**config.mk**
```make
export PLATFORM = sky130hd
export DESIGN_NAME = tea_chained_block_cipher
export DESIGN_NICKNAME = d
export VERILOG_FILES = /design/src/tcbc_pkg.sv /design/src/tcbc_front.sv /design/src/tcbc_engine.sv /design/src/tea_chained_block_cipher.sv
export SDC_FILE = /design/constraint.sdc
export NUM_CORES = 2
export LEC_CHECK = 0
export BUFFER_PORTS_ARGS = -buffer_cell sky130_fd_sc_hd__buf_2
export CAP_MARGIN = 10
export CORE_MARGIN = 2
export CORE_UTILIZATION = 30
export DETAILED_ROUTE_END_ITERATION = 8
export GPL_TIMING_DRIVEN = 0
export PLACE_DENSITY = 0.47
export SYNTH_ARGS = -nofsm -noshare
export SYNTH_HDL_FRONTEND = slang
export SYNTH_SLANG_ARGS = --single-unit
```
**constraint.sdc**
```tcl
create_clock -name i_clk -period 24.9 [get_ports i_clk]
set_input_delay 4.98 -clock i_clk [delete_from_list [all_inputs] [get_ports i_clk]]
set_output_delay 4.98 -clock i_clk [all_outputs]
set_load 0.02 [all_outputs]
```
**src/tcbc_pkg.sv**
```systemverilog
`timescale 1ns / 1ps
// ----------------------------------------------------------------------------
// tcbc_pkg
// shared types and constants for the chained tea block cipher
// ----------------------------------------------------------------------------
package tcbc_pkg;

    localparam int unsigned CFG_IDX_W = 3;

    // configuration register indexes
    localparam logic [CFG_IDX_W-1:0] CFG_KEY_WORD0    = 3'd0;
    localparam logic [CFG_IDX_W-1:0] CFG_KEY_WORD1    = 3'd1;
    localparam logic [CFG_IDX_W-1:0] CFG_KEY_WORD2    = 3'd2;
    localparam logic [CFG_IDX_W-1:0] CFG_KEY_WORD3    = 3'd3;
    localparam logic [CFG_IDX_W-1:0] CFG_DECRYPT_MODE = 3'd4;

    // direction codes
    localparam logic MODE_ENCRYPT = 1'b0;
    localparam logic MODE_DECRYPT = 1'b1;

    // tea round constant; the inverse start sum is delta times the round count
    localparam logic [31:0] TEA_DELTA   = 32'h9e37_79b9;
    localparam logic [63:0] CHAIN_RESET = 64'hffff_ffff_ffff_ffff;

    // one queued block: blk[63:32] is tea v0, blk[31:0] is v1
    typedef struct packed {
        logic [63:0] blk;
        logic        first;
    } t_item;

    // configuration seen by the cipher engine
    typedef struct packed {
        logic [3:0][31:0] key;
        logic             decrypt;
    } t_cfg;

    // tea mixing function of one half round
    function automatic logic [31:0] tea_mix(input logic [31:0] v,
                                            input logic [31:0] s,
                                            input logic [31:0] ka,
                                            input logic [31:0] kb);
        tea_mix = ((v << 4) + ka) ^ (v + s) ^ ((v >> 5) + kb);
    endfunction

endpackage

```
**src/tcbc_front.sv**
```systemverilog
`timescale 1ns / 1ps
// ----------------------------------------------------------------------------
// tcbc_front
// input side: takes block transfers, tags the start of a message and holds
// them in a short queue for the cipher engine
// ----------------------------------------------------------------------------
module tcbc_front #(
    parameter int DEPTH = 2
) (
    input  logic                 i_clk,
    input  logic                 i_rst_n,
    input  logic                 i_valid,
    output logic                 o_ready,
    input  logic [63:0]          i_data,   // block_high, block_low
    input  logic                 i_start,  // start_of_message
    output logic                 o_valid,
    output tcbc_pkg::t_item      o_item,
    input  logic                 i_pop
);
    import tcbc_pkg::*;

    localparam int PW = (DEPTH > 1) ? $clog2(DEPTH) : 1;
    localparam int CW = $clog2(DEPTH + 1);

    t_item           r_mem [DEPTH];
    logic [PW-1:0]   r_wr_ptr, n_wr_ptr;
    logic [PW-1:0]   r_rd_ptr, n_rd_ptr;
    logic [CW-1:0]   r_count, n_count;
    logic            w_push;
    t_item           w_item;

    // tea takes the low word as v0
    assign w_item.blk   = {i_data[31:0], i_data[63:32]};
    assign w_item.first = i_start;

    assign o_ready = (r_count != CW'(DEPTH));
    assign o_valid = (r_count != '0);
    assign o_item  = r_mem[r_rd_ptr];
    assign w_push  = i_valid && o_ready;

    always_comb begin
        n_wr_ptr = r_wr_ptr;
        n_rd_ptr = r_rd_ptr;
        n_count  = r_count;
        if (w_push) begin
            n_wr_ptr = (r_wr_ptr == PW'(DEPTH - 1)) ? '0 : r_wr_ptr + 1'b1;
        end
        if (i_pop) begin
            n_rd_ptr = (r_rd_ptr == PW'(DEPTH - 1)) ? '0 : r_rd_ptr + 1'b1;
        end
        case ({w_push, i_pop})
            2'b10:   n_count = r_count + 1'b1;
            2'b01:   n_count = r_count - 1'b1;
            default: n_count = r_count;
        endcase
    end

    always_ff @(posedge i_clk) begin
        if (!i_rst_n) begin
            r_wr_ptr <= '0;
            r_rd_ptr <= '0;
            r_count  <= '0;
        end else begin
            r_wr_ptr <= n_wr_ptr;
            r_rd_ptr <= n_rd_ptr;
            r_count  <= n_count;
        end
    end

    always_ff @(posedge i_clk) begin
        if (w_push) begin
            r_mem[r_wr_ptr] <= w_item;
        end
    end

endmodule

```
**src/tcbc_engine.sv**
```systemverilog
`timescale 1ns / 1ps
// ----------------------------------------------------------------------------
// tcbc_engine
// back end: one tea round per cycle, chaining state and the output register
// ----------------------------------------------------------------------------
module tcbc_engine #(
    parameter int ROUNDS = 32
) (
    input  logic             i_clk,
    input  logic             i_rst_n,
    input  tcbc_pkg::t_cfg   i_cfg,
    input  logic             i_valid,
    input  tcbc_pkg::t_item  i_item,
    output logic             o_pop,
    output logic             o_valid,
    input  logic             i_ready,
    output logic [63:0]      o_blk
);
    import tcbc_pkg::*;

    localparam int          RW      = (ROUNDS > 1) ? $clog2(ROUNDS) : 1;
    localparam logic [RW-1:0] LAST  = RW'(ROUNDS - 1);
    localparam logic [31:0] SUM_INV = 32'(64'(TEA_DELTA) * 64'(ROUNDS));

    typedef enum logic [2:0] {
        ST_IDLE = 3'b001,
        ST_RUN  = 3'b010,
        ST_HOLD = 3'b100
    } t_state;

    t_state        r_state, n_state;
    logic [RW-1:0] r_round, n_round;
    logic          r_ovalid, n_ovalid;
    logic [63:0]   r_cc, n_cc;
    logic [63:0]   r_cm, n_cm;

    logic [31:0]   r_a, r_b, r_sum;
    logic [63:0]   r_in, r_core_in, r_res, r_out;
    logic          r_first, r_dec;

    logic [63:0]   w_core_in;
    logic [31:0]   w_ea, w_eb, w_da, w_db, w_na, w_nb;
    logic [63:0]   w_core_out, w_res;
    logic          w_last, w_out_free, w_load;

    // chaining on the way in
    always_comb begin
        if (i_item.first) begin
            w_core_in = i_item.blk;
        end else if (i_cfg.decrypt == MODE_DECRYPT) begin
            w_core_in = i_item.blk ^ r_cm;
        end else begin
            w_core_in = i_item.blk ^ r_cc;
        end
    end

    // one full round, forward and inverse
    assign w_ea = r_a + tea_mix(r_b, r_sum, i_cfg.key[0], i_cfg.key[1]);
    assign w_eb = r_b + tea_mix(w_ea, r_sum, i_cfg.key[2], i_cfg.key[3]);
    assign w_db = r_b - tea_mix(r_a, r_sum, i_cfg.key[2], i_cfg.key[3]);
    assign w_da = r_a - tea_mix(w_db, r_sum, i_cfg.key[0], i_cfg.key[1]);
    assign w_na = (r_dec == MODE_DECRYPT) ? w_da : w_ea;
    assign w_nb = (r_dec == MODE_DECRYPT) ? w_db : w_eb;
    assign w_core_out = {w_na, w_nb};

    // chaining on the way out
    always_comb begin
        if (r_first) begin
            w_res = w_core_out;
        end else if (r_dec == MODE_DECRYPT) begin
            w_res = w_core_out ^ r_cc;
        end else begin
            w_res = w_core_out ^ r_cm;
        end
    end

    assign w_last     = (r_state == ST_RUN) && (r_round == LAST);
    assign w_out_free = !r_ovalid || i_ready;
    assign w_load     = w_out_free && (w_last || (r_state == ST_HOLD));
    assign o_pop      = (r_state == ST_IDLE) && i_valid;
    assign o_valid    = r_ovalid;
    assign o_blk      = r_out;

    always_comb begin
        n_state  = r_state;
        n_round  = r_round;
        n_ovalid = r_ovalid && !i_ready;
        n_cc     = r_cc;
        n_cm     = r_cm;
        if (w_load) begin
            n_ovalid = 1'b1;
        end
        case (r_state)
            ST_IDLE: begin
                if (i_valid) begin
                    n_state = ST_RUN;
                    n_round = '0;
                end
            end
            ST_RUN: begin
                n_round = r_round + 1'b1;
                if (w_last) begin
                    n_state = w_out_free ? ST_IDLE : ST_HOLD;
                    if (r_dec == MODE_DECRYPT) begin
                        n_cm = w_core_out;
                        n_cc = r_in;
                    end else begin
                        n_cm = r_core_in;
                        n_cc = w_res;
                    end
                end
            end
            ST_HOLD: begin
                if (w_out_free) begin
                    n_state = ST_IDLE;
                end
            end
            default: n_state = ST_IDLE;
        endcase
    end

    always_ff @(posedge i_clk) begin
        if (!i_rst_n) begin
            r_state  <= ST_IDLE;
            r_round  <= '0;
            r_ovalid <= 1'b0;
            r_cc     <= CHAIN_RESET;
            r_cm     <= CHAIN_RESET;
        end else begin
            r_state  <= n_state;
            r_round  <= n_round;
            r_ovalid <= n_ovalid;
            r_cc     <= n_cc;
            r_cm     <= n_cm;
        end
    end

    // datapath registers
    always_ff @(posedge i_clk) begin
        if (o_pop) begin
            r_in      <= i_item.blk;
            r_core_in <= w_core_in;
            r_a       <= w_core_in[63:32];
            r_b       <= w_core_in[31:0];
            r_first   <= i_item.first;
            r_dec     <= i_cfg.decrypt;
            r_sum     <= (i_cfg.decrypt == MODE_DECRYPT) ? SUM_INV : TEA_DELTA;
        end else if (r_state == ST_RUN) begin
            r_a   <= w_na;
            r_b   <= w_nb;
            r_sum <= (r_dec == MODE_DECRYPT) ? r_sum - TEA_DELTA : r_sum + TEA_DELTA;
        end
        if (w_last) begin
            r_res <= w_res;
        end
        if (w_load) begin
            r_out <= w_last ? w_res : r_res;
        end
    end

`ifndef ASSERT_OFF
    a_start: assert property (@(posedge i_clk) disable iff (!i_rst_n)
        (r_state == ST_IDLE && i_valid) |=> (r_state == ST_RUN && r_round == '0))
        else $error("engine did not start rounds after taking a block");
    a_hold: assert property (@(posedge i_clk) disable iff (!i_rst_n)
        (r_state == ST_HOLD) |-> r_ovalid)
        else $error("result held back while output register is empty");
    a_pop: assert property (@(posedge i_clk) disable iff (!i_rst_n)
        (r_state != ST_IDLE) |-> !o_pop)
        else $error("queue popped while engine busy");
    a_round: assert property (@(posedge i_clk) disable iff (!i_rst_n)
        (r_state == ST_RUN) |-> (r_round <= LAST))
        else $error("round counter ran past the last round");
`endif

endmodule

```
**src/tea_chained_block_cipher.sv**
```systemverilog
`timescale 1ns / 1ps
// ----------------------------------------------------------------------------
// tea_chained_block_cipher
// tea encryption and decryption of 64-bit blocks with cross-chaining
// ----------------------------------------------------------------------------
//  channel | direction | handshake                      | payload
//  s       | in        | i_s_tvalid / o_s_tready        | i_s_tdata, i_s_tuser
//  m       | out       | o_m_tvalid / i_m_tready        | o_m_tdata
//  cfg     | in        | i_cfg_valid / o_cfg_ready      | i_cfg_index, i_cfg_data
//
//  each block is loaded in the engine's idle state, then gets one tea round per
//  cycle in the run state and waits in the hold state while the output register
//  is full; the single round unit and block-to-block chain allow one block at a time
//  reset is synchronous active low and clears the chain to all ones, no sweep
//  the input queue keeps taking transfers while the engine works, and a result
//  waiting in the output register does not block the next block's rounds
// ----------------------------------------------------------------------------
module tea_chained_block_cipher #(
    parameter int ROUNDS      = 32,
    parameter int QUEUE_DEPTH = 2
) (
    input  logic                           i_clk,
    input  logic                           i_rst_n,
    // block input
    input  logic                           i_s_tvalid,
    output logic                           o_s_tready,
    input  logic [63:0]                    i_s_tdata,   // block_high, block_low
    input  logic                           i_s_tuser,   // start_of_message
    // block output
    output logic                           o_m_tvalid,
    input  logic                           i_m_tready,
    output logic [63:0]                    o_m_tdata,   // out_high, out_low
    // register writes
    input  logic                           i_cfg_valid,
    output logic                           o_cfg_ready,
    input  logic [tcbc_pkg::CFG_IDX_W-1:0] i_cfg_index,
    input  logic [31:0]                    i_cfg_data
);
    import tcbc_pkg::*;

    t_cfg        r_cfg;
    t_item       w_item;
    logic        w_item_valid;
    logic        w_pop;
    logic [63:0] w_blk;

    // register writes are always taken
    assign o_cfg_ready = 1'b1;

    always_ff @(posedge i_clk) begin
        if (!i_rst_n) begin
            r_cfg <= '0;
        end else if (i_cfg_valid) begin
            case (i_cfg_index)
                CFG_KEY_WORD0:    r_cfg.key[0]  <= i_cfg_data;
                CFG_KEY_WORD1:    r_cfg.key[1]  <= i_cfg_data;
                CFG_KEY_WORD2:    r_cfg.key[2]  <= i_cfg_data;
                CFG_KEY_WORD3:    r_cfg.key[3]  <= i_cfg_data;
                CFG_DECRYPT_MODE: r_cfg.decrypt <= i_cfg_data[0];
                default:          r_cfg         <= r_cfg;
            endcase
        end
    end

    // front end: transfer capture and queue
    tcbc_front #(
        .DEPTH   (QUEUE_DEPTH)
    ) u_front (
        .i_clk   (i_clk),
        .i_rst_n (i_rst_n),
        .i_valid (i_s_tvalid),
        .o_ready (o_s_tready),
        .i_data  (i_s_tdata),
        .i_start (i_s_tuser),
        .o_valid (w_item_valid),
        .o_item  (w_item),
        .i_pop   (w_pop)
    );

    // back end: rounds, chaining, output register
    tcbc_engine #(
        .ROUNDS  (ROUNDS)
    ) u_engine (
        .i_clk   (i_clk),
        .i_rst_n (i_rst_n),
        .i_cfg   (r_cfg),
        .i_valid (w_item_valid),
        .i_item  (w_item),
        .o_pop   (w_pop),
        .o_valid (o_m_tvalid),
        .i_ready (i_m_tready),
        .o_blk   (w_blk)
    );

    // out_high in the high half of tdata
    assign o_m_tdata = {w_blk[31:0], w_blk[63:32]};

endmodule
```
==> reports/metrics.cfg <==
[floorplanning]
start_util_pct = 30.14
die_height_um = 440.9
rows = 160
dieWidth_um = 440.9
core-area_sq_mm = 0.1900
fp.dieArea_sq_mm = 0.1944
io_pins = 172

[synthesis]
yosysWarnings = 0
synth-seq-cells = 755
seq_area_frac_synth_pct = 33.73
synth.distinct_cells = 109
synthTopCellsByArea = edfxtp_1, dfxtp_1, ha_1
syn-mean-instance-area_sq_um = 9.154
synth_fp_nets = 6900
synth_edf_count = 420
yosysTopAreaCellShare_pct = 22.02
synth.cell_area_sq_mm = 0.05727
post-synth-top-area-cell = edfxtp_1
async_flop_share_pct = 0
synthesis.instances = 6256
synth_ff_type = edfxtp_1

[detailed_routing]
drt.antenna.violating_nets = 0
wl_per_cell_um = 28.13
first_pass_iters = 7
via_count = 50600
drt-initial-drc-count = 4707
drc = 0
wl_um = 257100
post_drt_via_cell_ratio = 5.535

[global_routing]
grt.total_usage_pct = 25.69
grt_pass1_wl_um = 356200
grt_max_degree = 66
grt_pass1_vias = 49290
grt_antenna_before_repair = 22
overflow = 0

[timing]
finalHoldViolCount = 0
finalSetupViolations = 0
tightestPinTransition_ns = 1.411
slew_headroom_pct = 5.244
fin_crit_sh_pct = 54.63
grt_setup_unrepaired = no
fin_crit_ns = 13.60
max_freq_mhz = 73.52
maxSlewViolCount = 0
setup-tns-final_ns = 0
clock_skew_ns = 0.03464

[critical_path]
worst_path_largest_cell_delay_ns = 1.10
critPathCaptureType = flop
path_max_fanout = 7
crit_path_start_kind = flop
critPathSlowestCell = xnor2_1
crit_arrival_ns = 14.03
cpMostUsedCell = a21o_1
worstSetupPathType = flop to flop
crit_required_ns = 25.33

[clock_tree]
cts-resized-gates = 0
clock_latency_ns = 0.74
cts_hold_buf = 0
cts-root-buf = clkbuf_16
cts_setup_buffers = 0
cts_max_level = 3
tritoncts = yes
cts_buffer_depth = 3
cts_made_buffers = 90
numClockSinks = 755
clk_pin_slew_ns = 0.06

[cells_and_area]
nets = 7187
mostFrequentLayoutCells = nand2_1, xnor2_1, ha_1
drive_gt1_share_pct = 7.778
fillCellCount = 19510
final_common_cell = nand2_1
area_delta_synth_final_pct = 13.33

[placed_design]
hpwl_um = 209900
gp_congestion = 0.9728
io_buffers = 169

[status]
outcome = completed

[run]
maxCapViolCount = 0

[worst_hold_path]
worst_hold_path_type = flop to flop

-- cell type report --
type	count	area [sq um]	share of cell area (%)
antenna	9	22.52	0.03470
buffer	223	860.8	1.326
clock buffer	113	2441	3.761
clock inverter	57	664.4	1.024
inverter	143	536.8	0.8271
multi-input combinational	5135	36650	56.47
sequential	755	19320	29.77
tap	2511	3142	4.841
timing repair buffer	195	1266	1.951
-- per-stage QoR --
step	worst slack, ns	utilization (%)	area, sq um	hold slack, ns	instances
final	11.30	34.16	64900	0.4285	9141
after global routing	11.08	34.15	64880	0.4477	9134
after CTS	11.67	34.15	64880	0.4281	9132
after detailed placement	11.78	32.51	61770	0.4193	8962
after global placement	11.38	32.24	61250	0.4169	8936
after floorplan	15.81	-	57270	0.4064	6256
-- metal layers --
layer | up-vias | GRT usage, % | share of wire, %
met3 | 420 | 3.369 | 7.3
met5 | - | 0 | 0.033
met4 | 12 | 10.33 | 4.3
met1 | 24830 | 34.75 | 44
met2 | 2105 | 41.25 | 44
li1 | 23230 | - | -
-- synth_stat cells (all sizes together) (22+ instances only) --
cell / number
a2111oi: 22
a211oi: 51
a21boi: 171
a21o: 244
a21oi: 465
a31o: 22
a31oi: 46
and2: 27
and3: 43
buf: 26
clkbuf: 197
dfxtp: 335
edfxtp: 420
ha: 522
inv: 143
mux2: 64
mux2i: 177
nand2: 741
nand2b: 80
nand3: 107
nand4: 30
nor2: 427
nor2b: 59
nor3: 58
o211ai: 129
o21a: 73
o21ai: 378
o21bai: 49
or3: 25
xnor2: 639
xor2: 224
-- sequential cells by signal, indices dropped and copies added, names as in the netlist, 64 cells and up, named ones only --
name                cells
u_engine.r_res         64
u_engine.r_cc          64
u_front.r_mem         130
u_engine.r_in          64
u_engine.o_blk         64
u_engine.r_core_in     64
r_cfg                 129
u_engine.r_cm          64
-- critical path, delay by kind of cell (launching register included) --
family	cells	cell delay, ns
AND/OR/NAND/NOR	6	1.72
adder cells (fa/ha/maj)	5	2.13
AO/OA/AOI/OAI	24	5.68
XOR/XNOR	6	3.05
flip-flops	1	0.65
-- final timing paths --
check | start | endpoint | slack (ns) | cells past startpoint
hold / removal | r_cfg[0]$_SDFFE_PN0P_ | u_engine.r_dec$_DFFE_PP_ | 0.43 | 0
setup reg to reg | u_engine.r_sum[0]$_DFFE_PP_ | u_engine.o_blk[28]$_DFFE_PP_ | 11.30 | 41
setup / recovery | u_engine.r_sum[0]$_DFFE_PP_ | u_engine.o_blk[28]$_DFFE_PP_ | 11.30 | 41
hold reg to reg | r_cfg[0]$_SDFFE_PN0P_ | u_engine.r_dec$_DFFE_PP_ | 0.43 | 0
-- logic make-up (layout without fill, tap and decap cells) --
| logic type | count (synthesis) | after routing | synth area share, % |
|---|---|---|---|
| AOI/OAI and AO/OA | 1808 | 1808 | 20.76 |
| xor gates and xnor gates | 874 | 874 | 13.71 |
| adders and majority gates | 539 | 539 | 12.00 |
| buffers and inverters | 366 | 731 | 2.427 |
| DFF | 755 | 755 | 33.73 |
| muxes | 241 | 241 | 4.352 |
| other | 1 | 10 | 0.006548 |
| and+or+nand+nor | 1672 | 1672 | 13.02 |
Power is left out: the tool's default activity adds up to more than one toggle a clock period on the data nets, which glitch-free logic cannot reach.
